===== src/hdl/hcm_pkg.sv =====
`timescale 1ns / 1ps
`default_nettype none

package hcm_pkg;

   // Matrix size, letter width and modulus
   localparam int unsigned Dim        = 3;
   localparam int unsigned EntryBits  = 5;
   localparam int unsigned RowBits    = Dim * EntryBits;
   localparam int unsigned Modulus    = 26;

   // floor(x / 26) == (x * 2521) >> 16 for every x below 2048
   localparam logic [22:0] RECIP_26    = 23'd2521;
   // 26 * 37, keeps a cofactor difference positive without moving its residue
   localparam logic [10:0] COF_OFFSET  = 11'd962;

   // Configuration register indexes
   localparam logic [1:0] REG_KEY_ROW_0 = 2'd0;
   localparam logic [1:0] REG_KEY_ROW_1 = 2'd1;
   localparam logic [1:0] REG_KEY_ROW_2 = 2'd2;

   // Reset key: identity matrix
   localparam logic [14:0] KEY_ROW_0_RESET = 15'd1;
   localparam logic [14:0] KEY_ROW_1_RESET = 15'd32;
   localparam logic [14:0] KEY_ROW_2_RESET = 15'd1024;

   // Operation codes
   localparam logic OP_ENCRYPT = 1'b0;
   localparam logic OP_DECRYPT = 1'b1;

   typedef logic [EntryBits-1:0] letter_type;
   typedef letter_type [Dim-1:0] vec_type;

   // Decrypt matrix derivation sequence
   typedef enum logic [2:0] {
      ST_COF,
      ST_DET,
      ST_INV,
      ST_SCALE,
      ST_RUN
   } state_type;

   // Payload handed from cell to cell
   typedef struct packed {
      logic    op;
      logic    invalid;
      vec_type letters;
      vec_type acc;
   } stage_type;

   // One decrypt matrix entry written into a cell
   typedef struct packed {
      logic       en;
      logic [1:0] row;
      letter_type value;
   } cell_load_type;

   typedef struct packed {
      logic [1:0]    col_sel;
      cell_load_type ld;
   } key_load_type;

   // Residue modulo 26 of a value below 2048
   function automatic letter_type mod26(input logic [10:0] x);
      logic [22:0] prod;
      logic [6:0]  q;
      logic [10:0] r;
      prod = 23'(x) * RECIP_26;
      q    = prod[22:16];
      r    = x - 11'(11'(q) * 11'(Modulus));
      return r[EntryBits-1:0];
   endfunction

   // Multiplicative inverse modulo 26, zero where none exists
   function automatic letter_type inv26(input letter_type d);
      letter_type r;
      case (d)
         5'd1:    r = 5'd1;
         5'd3:    r = 5'd9;
         5'd5:    r = 5'd21;
         5'd7:    r = 5'd15;
         5'd9:    r = 5'd3;
         5'd11:   r = 5'd19;
         5'd15:   r = 5'd7;
         5'd17:   r = 5'd23;
         5'd19:   r = 5'd11;
         5'd21:   r = 5'd5;
         5'd23:   r = 5'd17;
         5'd25:   r = 5'd25;
         default: r = 5'd0;
      endcase
      return r;
   endfunction

endpackage

`default_nettype wire


===== src/hdl/hcm_cell.sv =====
`timescale 1ns / 1ps
`default_nettype none

module hcm_cell
   import hcm_pkg::*;
(
   input  wire logic          clock,
   input  wire logic          reset,
   input  wire logic          advance,
   input  wire logic          in_valid,
   input  wire stage_type     stage_in,
   input  wire vec_type       enc_col,
   input  wire cell_load_type load,
   output logic               out_valid,
   output stage_type          stage_out
);

   logic      valid_ff;
   stage_type stage_ff;
   stage_type stage_in_next;
   vec_type   dec_col_ff;
   vec_type   col;

   // Store one column of the decrypt matrix
   always_ff @(posedge clock) begin
      if (load.en) begin
         dec_col_ff[load.row] <= load.value;
      end
   end

   // Multiply the column by the head letter and fold into the partial sums
   always_comb begin
      col = (stage_in.op == OP_DECRYPT) ? dec_col_ff : enc_col;
      stage_in_next.op      = stage_in.op;
      stage_in_next.invalid = stage_in.invalid;
      stage_in_next.letters = {letter_type'(0), stage_in.letters[Dim-1:1]};
      for (int r = 0; r < Dim; r++) begin
         stage_in_next.acc[r] = mod26(11'(stage_in.acc[r]) +
                                      11'(col[r] * stage_in.letters[0]));
      end
   end

   // Hold while the next cell is stalled, advance otherwise
   always_ff @(posedge clock) begin
      if (reset) begin
         valid_ff <= 1'b0;
      end else if (advance) begin
         valid_ff <= in_valid;
      end
   end

   always_ff @(posedge clock) begin
      if (advance) begin
         stage_ff <= stage_in_next;
      end
   end

   assign out_valid = valid_ff;
   assign stage_out = stage_ff;

endmodule

`default_nettype wire


===== src/hdl/hcm_keygen.sv =====
`timescale 1ns / 1ps
`default_nettype none

module hcm_keygen
   import hcm_pkg::*;
(
   input  wire logic                clock,
   input  wire logic                reset,
   input  wire logic                restart,
   input  wire logic [2:0][2:0][4:0] key,
   output logic                     ready,
   output logic                     invalid,
   output key_load_type             load
);

   state_type  state_ff, state_in;
   logic [1:0] hi_ff, hi_in;
   logic [1:0] lo_ff, lo_in;
   letter_type det_ff, det_in;
   letter_type inv_ff;
   logic       invalid_ff;
   letter_type cof_ff [3][3];
   letter_type cof_in;
   logic       last9;
   logic [1:0] hi_p1, hi_p2, lo_p1, lo_p2;

   function automatic logic [1:0] inc3(input logic [1:0] v);
      logic [1:0] r;
      case (v)
         2'd0:    r = 2'd1;
         2'd1:    r = 2'd2;
         default: r = 2'd0;
      endcase
      return r;
   endfunction

   assign last9 = (hi_ff == 2'd2) && (lo_ff == 2'd2);
   assign hi_p1 = inc3(hi_ff);
   assign hi_p2 = inc3(hi_p1);
   assign lo_p1 = inc3(lo_ff);
   assign lo_p2 = inc3(lo_p1);

   // Next state
   always_comb begin
      state_in = state_ff;
      if (restart) begin
         state_in = ST_COF;
      end else begin
         case (state_ff)
            ST_COF:   if (last9) state_in = ST_DET;
            ST_DET:   if (lo_ff == 2'd2) state_in = ST_INV;
            ST_INV:   state_in = ST_SCALE;
            ST_SCALE: if (last9) state_in = ST_RUN;
            ST_RUN:   state_in = ST_RUN;
            default:  state_in = ST_COF;
         endcase
      end
   end

   // Step the entry counters
   always_comb begin
      hi_in = 2'd0;
      lo_in = 2'd0;
      if (!restart) begin
         case (state_ff)
            ST_COF, ST_SCALE: begin
               if (!last9) begin
                  lo_in = lo_p1;
                  hi_in = (lo_ff == 2'd2) ? hi_p1 : hi_ff;
               end
            end
            ST_DET: begin
               if (lo_ff != 2'd2) begin
                  lo_in = lo_p1;
               end
            end
            default: begin
               hi_in = 2'd0;
               lo_in = 2'd0;
            end
         endcase
      end
   end

   // Cofactor of row hi, column lo, and the running determinant
   always_comb begin
      cof_in = mod26(11'(key[hi_p1][lo_p1] * key[hi_p2][lo_p2]) + COF_OFFSET
                     - 11'(key[hi_p1][lo_p2] * key[hi_p2][lo_p1]));
      det_in = det_ff;
      if (state_ff == ST_COF) begin
         det_in = '0;
      end else if (state_ff == ST_DET) begin
         det_in = mod26(11'(det_ff) + 11'(key[0][lo_ff] * cof_ff[0][lo_ff]));
      end
   end

   // Outputs
   always_comb begin
      ready         = (state_ff == ST_RUN);
      invalid       = invalid_ff;
      load.col_sel  = hi_ff;
      load.ld.en    = (state_ff == ST_SCALE);
      load.ld.row   = lo_ff;
      load.ld.value = mod26(11'(cof_ff[hi_ff][lo_ff] * inv_ff));
   end

   always_ff @(posedge clock) begin
      if (reset) begin
         state_ff <= ST_COF;
         hi_ff    <= 2'd0;
         lo_ff    <= 2'd0;
      end else begin
         state_ff <= state_in;
         hi_ff    <= hi_in;
         lo_ff    <= lo_in;
      end
   end

   always_ff @(posedge clock) begin
      det_ff <= det_in;
      if (state_ff == ST_COF) begin
         cof_ff[hi_ff][lo_ff] <= cof_in;
      end
      if (state_ff == ST_INV) begin
         inv_ff     <= inv26(det_ff);
         invalid_ff <= (inv26(det_ff) == '0);
      end
   end

   // A restart always leaves the block busy in the cycle after it
   a_restart_busy: assert property (@(posedge clock) disable iff (reset)
      restart |=> !ready)
      else $error("keygen ready right after restart");

   // No matrix entry is written once the key is ready
   a_run_quiet: assert property (@(posedge clock) disable iff (reset)
      ready |-> !load.ld.en)
      else $error("load while ready");

   // Scaling always follows the inverse step
   a_scale_order: assert property (@(posedge clock) disable iff (reset)
      (state_ff == ST_INV) && !restart |=> (state_ff == ST_SCALE))
      else $error("inverse not followed by scale");

endmodule

`default_nettype wire


===== src/hdl/hill_cipher_3x3_mod26.sv =====
`timescale 1ns / 1ps
`default_nettype none

// Hill cipher with a 3x3 key, modulo 26.
// req_ carries one three-letter block per transfer with the operation in
// tuser (0 encrypt, 1 decrypt); rsp_ returns one block per request, in order,
// with key_invalid in tuser for a decrypt under a key whose determinant has
// no inverse modulo 26 (the letters are then zero).
// csr_ writes the key rows (index 0..2, other indexes ignored); csr_ready is
// always high. Write the key only while no block is in flight.
// After reset and after every key write the key unit derives the decrypt
// matrix (cofactors, determinant, inverse, scaling), one entry per cycle;
// req_tready stays low meanwhile. The reset key is the identity.
// Datapath: a chain of three cells, one per key column, each adding its
// column times one letter to the partial sums; rsp_tvalid rises once the
// request has passed through all three cell registers; one block per cycle
// sustained while the receiver keeps rsp_tready high.
// When the receiver stalls, each cell holds only if the next one is full, so
// empty cells keep filling; req_tready drops once all three are full.
module hill_cipher_3x3_mod26
   import hcm_pkg::*;
(
   input  wire logic        clock,
   input  wire logic        reset,
   // Request channel
   input  wire logic        req_tvalid,
   output logic             req_tready,
   input  wire logic [15:0] req_tdata,  // letter_0, letter_1, letter_2, pad
   input  wire logic [0:0]  req_tuser,  // operation
   // Response channel
   output logic             rsp_tvalid,
   input  wire logic        rsp_tready,
   output logic [15:0]      rsp_tdata,  // out_0, out_1, out_2, pad
   output logic [0:0]       rsp_tuser,  // key_invalid
   // Key register write channel
   input  wire logic        csr_valid,
   output logic             csr_ready,
   input  wire logic [1:0]  csr_index,
   input  wire logic [14:0] csr_data
);

   logic [Dim-1:0][RowBits-1:0] key_row_ff, key_row_in;
   logic [2:0][2:0][4:0]        key;
   logic                        csr_write;
   logic                        kg_ready;
   logic                        kg_invalid;
   key_load_type                kg_load;
   stage_type                   chain [Dim+1];
   logic [Dim:0]                valid_c;
   logic [Dim:0]                adv;

   assign csr_ready = 1'b1;
   assign csr_write = csr_valid && csr_ready;

   // Key register writes
   always_comb begin
      key_row_in = key_row_ff;
      if (csr_write) begin
         case (csr_index)
            REG_KEY_ROW_0: key_row_in[0] = csr_data;
            REG_KEY_ROW_1: key_row_in[1] = csr_data;
            REG_KEY_ROW_2: key_row_in[2] = csr_data;
            default:       key_row_in = key_row_ff;
         endcase
      end
   end

   always_ff @(posedge clock) begin
      if (reset) begin
         key_row_ff[0] <= KEY_ROW_0_RESET;
         key_row_ff[1] <= KEY_ROW_1_RESET;
         key_row_ff[2] <= KEY_ROW_2_RESET;
      end else begin
         key_row_ff <= key_row_in;
      end
   end

   // Split rows into entries
   for (genvar r = 0; r < Dim; r++) begin : g_key_row
      for (genvar c = 0; c < Dim; c++) begin : g_key_col
         assign key[r][c] = key_row_ff[r][c*EntryBits +: EntryBits];
      end
   end

   hcm_keygen u_keygen (
      .clock   (clock),
      .reset   (reset),
      .restart (csr_write),
      .key     (key),
      .ready   (kg_ready),
      .invalid (kg_invalid),
      .load    (kg_load)
   );

   // Chain head: fresh request with zero partial sums
   always_comb begin
      chain[0].op         = req_tuser[0];
      chain[0].invalid    = (req_tuser[0] == OP_DECRYPT) && kg_invalid;
      chain[0].letters[0] = req_tdata[4:0];
      chain[0].letters[1] = req_tdata[9:5];
      chain[0].letters[2] = req_tdata[14:10];
      chain[0].acc        = '0;
   end

   assign valid_c[0] = req_tvalid && kg_ready;
   assign adv[Dim]   = rsp_tready;
   assign req_tready = adv[0] && kg_ready;

   for (genvar k = 0; k < Dim; k++) begin : g_cell
      vec_type       enc_col;
      cell_load_type ld;

      // Advance a cell when it is empty or its neighbor moves
      assign adv[k] = !valid_c[k+1] || adv[k+1];

      for (genvar r = 0; r < Dim; r++) begin : g_enc
         assign enc_col[r] = key[r][k];
      end

      always_comb begin
         ld    = kg_load.ld;
         ld.en = kg_load.ld.en && (kg_load.col_sel == 2'(k));
      end

      hcm_cell u_cell (
         .clock     (clock),
         .reset     (reset),
         .advance   (adv[k]),
         .in_valid  (valid_c[k]),
         .stage_in  (chain[k]),
         .enc_col   (enc_col),
         .load      (ld),
         .out_valid (valid_c[k+1]),
         .stage_out (chain[k+1])
      );
   end

   // Chain tail drives the response
   assign rsp_tvalid = valid_c[Dim];
   assign rsp_tdata  = {1'b0, chain[Dim].acc[2], chain[Dim].acc[1], chain[Dim].acc[0]};
   assign rsp_tuser  = chain[Dim].invalid;

   // An invalid key yields zero letters
   a_invalid_zero: assert property (@(posedge clock) disable iff (reset)
      rsp_tvalid && rsp_tuser[0] |-> (rsp_tdata == 16'd0))
      else $error("invalid key with nonzero letters");

   // Result letters stay in 0..25
   a_letter_range: assert property (@(posedge clock) disable iff (reset)
      rsp_tvalid |-> (rsp_tdata[4:0] < 5'd26) && (rsp_tdata[9:5] < 5'd26)
                     && (rsp_tdata[14:10] < 5'd26))
      else $error("result letter out of range");

   // A key write blocks requests while the decrypt matrix is rebuilt
   a_key_busy: assert property (@(posedge clock) disable iff (reset)
      csr_write |=> !req_tready)
      else $error("request taken during key derivation");

endmodule

`default_nettype wire

===== config.mk =====
export PLATFORM = sky130hd
export DESIGN_NAME = hill_cipher_3x3_mod26
export DESIGN_NICKNAME = d
export VERILOG_FILES = /design/src/hdl/hcm_pkg.sv /design/src/hdl/hcm_cell.sv /design/src/hdl/hcm_keygen.sv /design/src/hdl/hill_cipher_3x3_mod26.sv
export SDC_FILE = /design/constraint.sdc
export NUM_CORES = 2
export LEC_CHECK = 0
export BUFFER_PORTS_ARGS = -buffer_cell sky130_fd_sc_hd__clkbuf_2
export CORE_MARGIN = 5
export CORE_UTILIZATION = 65
export DETAILED_ROUTE_END_ITERATION = 8
export PLACE_DENSITY = 0.94
export SETUP_SLACK_MARGIN = 0.2
export SLEW_MARGIN = 20
export SYNTH_ARGS = -nofsm -noshare
export SYNTH_HDL_FRONTEND = slang
export SYNTH_HIERARCHICAL = 1
export SYNTH_SLANG_ARGS = --single-unit

===== constraint.sdc =====
create_clock -name clock -period 16.3 [get_ports clock]
set_clock_uncertainty 0.05 [all_clocks]
set_input_delay 2.445 -clock clock [delete_from_list [all_inputs] [get_ports clock]]
set_output_delay 2.445 -clock clock [all_outputs]
set_load 0.005 [all_outputs]

==> flow_summary_export.csv <==
group,metric,value,unit
route,drc,0,
floorplan,die_area,77800,um^2
route,vias_per_cell,5.84,
clock_network,cts_buffer_depth,3,
layout,multi_input_comb_area,36600,um^2
worst_setup_path,crit_required,16500,ps
worst_setup_path,cp_slowest_stage_delay,640,ps
logic_synthesis,synth.avg_cell_area,9.97,um^2
global_route,grt_pass1_vias,37085,
worst_setup_path,critPathLaunchType,"flip-flop",
layout,fill_cells,4640,
floorplan,start_util,65.7,%
global_route,grt_max_degree,71,
clock_network,holdBufCountCts,0,
floorplan,die_y,279,um
sta,worst_slew_pin_slew,1120,ps
worst_hold_path,hold_path.class,"reg -> reg",
worst_setup_path,cp_slowest_cell,"xnor2_1",
clock_network,root_buffer,"clkbuf_16",
clock_network,clk_latency,570,ps
clock_network,cts_num_sinks,228,
worst_hold_path,hold_depth,0,
worst_setup_path,crit_type,"reg -> reg",
logic_synthesis,synthCells,4715,
floorplan,core_region_area,71600,um^2
clock_network,cts_setup_buffers,0,
global_route,grt_first_pass_wirelength,179,mm
worst_setup_path,worstPathMaxFanout,29,
sta,drv_slew,0,
status,status,"completed",
clock_network,path_clk_slew,60,ps
clock_network,numCtsBuffers,25,
placement,dpl.hpwl,89.6,mm
sta,period_share,78.5,%
worst_setup_path,worst_ep_arrival_time,12990,ps
global_route,grt_usage,27.7,%
route,num_vias,33535,
sta,setup_tns,0,ps
worst_setup_path,reg2regPathDepth,43,
worst_setup_path,r2r_start,"u_keygen/hi_ff[0]$_SDFFE_PP0P_",
route,wl_per_cell,19.1,um
floorplan,num_rows,98,
sta,rsz0062_at_grt,"no",
sta,finalHoldViolations,0,
worst_hold_path,hold_end,"g_cell[1].u_cell/stage_out[19]$_DFFE_PP_",
worst_hold_path,hp-start,"g_cell[0].u_cell/stage_out[24]$_DFFE_PP_",
logic_synthesis,syn_area,47000,um^2
global_route,overflow,0,
layout,nets,6423,
route,route.antenna.remaining_nets,0,
worst_setup_path,crit_path_end_kind,"flip-flop",
layout,drive_gt1_share,5.02,%
placement,gp_congestion,0.944,
sta,setup_viol,0,
route,wl,110,mm
worst_setup_path,rrSetupSlack,3500,ps
sta,slew_headroom,25.2,%
worst_setup_path,reg2reg_to,"u_keygen/cof_ff[2][9]$_DFFE_PP_",
sta,max_freq,78.1,MHz
sta,fin_crit,12800,ps
layout,seq_area,6180,um^2
route,first_iter_violations,2415,
clock_network,cts_resized,0,
route,first_pass_iters,6,
global_route,antenna_found_initial,10,
logic_synthesis,yosys_warnings,6,
clock_network,htree_num_levels,1,
job,max-cap-violations,0,
placement,port_buffers,55,
layout,area_delta_synth_final,4.55,%
floorplan,die_w,279,um
floorplan,io_pins,59,
clock_network,cts_tree,"done",
final cells by class:
cell class	instances	share of cell area, %
diodes	8	0.0407
flip-flops and latches	228	12.6
clock buffers	31	1.34
multi-input cells	3362	74.4
inverters	1075	8.21
well taps	950	2.42
clock inverters	15	0.199
repair buffers	70	0.797
layout by cell type, fill, tap and decap left out, types with 13 or more instances in the layout:
cell       instances
mux2_2            51
nor3_1            28
dfxtp_1           64
clkbuf_16         25
fa_1             592
clkbuf_2          55
xnor3_1           13
ha_1            1030
or2_2             19
nand2b_1          77
and2_1           147
o21a_1            27
mux2i_1          125
conb_1            17
inv_1           1073
xor2_1            85
buf_4             14
edfxtp_1         161
nand3_1           18
nor2_1           210
o21bai_1          33
o21ai_0           59
nor2b_1           36
nand2_1          200
xnor2_1          165
a21oi_1          160
a21o_1            69
worst max-delay path by stage:
stage,startpoint,end,slack (ps),cells past startpoint
final,u_keygen/hi_ff[0]$_SDFFE_PP0P_,u_keygen/cof_ff[2][9]$_DFFE_PP_,3500,43
after global routing,u_keygen/hi_ff[0]$_SDFFE_PP0P_,u_keygen/cof_ff[2][9]$_DFFE_PP_,2830,49
after CTS,u_keygen/hi_ff[0]$_SDFFE_PP0P_,u_keygen/cof_ff[2][9]$_DFFE_PP_,3660,48
after detailed placement,req_tuser,g_cell[0].u_cell/stage_out[14]$_DFFE_PP_,3400,41
after global placement,req_tuser,g_cell[0].u_cell/stage_out[14]$_DFFE_PP_,3650,41
after floorplan,req_tuser,g_cell[0].u_cell/stage_out[4]$_DFFE_PP_,4140,41
per-stage QoR:
stage / instances / instance area (um^2) / hold slack [ps] / worst slack [ps] / util, %
floorplan: 4730 / 47100 / 350 / 4140 / -
global placement: 5684 / 48400 / 353 / 3650 / 67.5
detailed placement: 5684 / 48400 / 362 / 3400 / 67.5
CTS: 5730 / 49100 / 367 / 3660 / 68.6
global route: 5731 / 49100 / 388 / 2830 / 68.6
finish: 5739 / 49200 / 378 / 3500 / 68.6
metal layers:
| layer | GRT usage [%] | vias to the layer above | share of wire (%) |
|---|---|---|---|
| met4 | 11.6 | 6 | 4.9 |
| met5 | 0 | - | 0.042 |
| li1 | - | 15244 | - |
| met2 | 50.6 | 1409 | 51 |
| met3 | 5.14 | 455 | 7.6 |
| met1 | 32.1 | 16421 | 37 |
worst max-delay path, delay by kind of cell (launching register included):
| family | cells | cell delay, ps |
|---|---|---|
| compound gates | 9 | 2460 |
| xor+xnor | 7 | 2020 |
| fa+ha+maj | 14 | 5380 |
| buf+inv | 6 | 760 |
| flops | 1 | 490 |
| mux | 2 | 440 |
| simple gates | 5 | 850 |
flip-flops by register name (all words and copies together) (netlist names), named ones only:
name and flops:
u_keygen/hi_ff 2, u_keygen/state_ff 3, g_cell.enc_col 45, g_cell.u_cell/stage_out 65, g_cell.u_cell/dec_col_ff 45, u_keygen/invalid 1, u_keygen/det_ff 5, u_keygen/cof_ff 45
g_cell.u_cell/out_valid 3, u_keygen/inv_ff 5, u_keygen/lo_ff 2
Power is left out: the tool's default activity adds up to more than one toggle a clock period on the data nets, which glitch-free logic cannot reach.
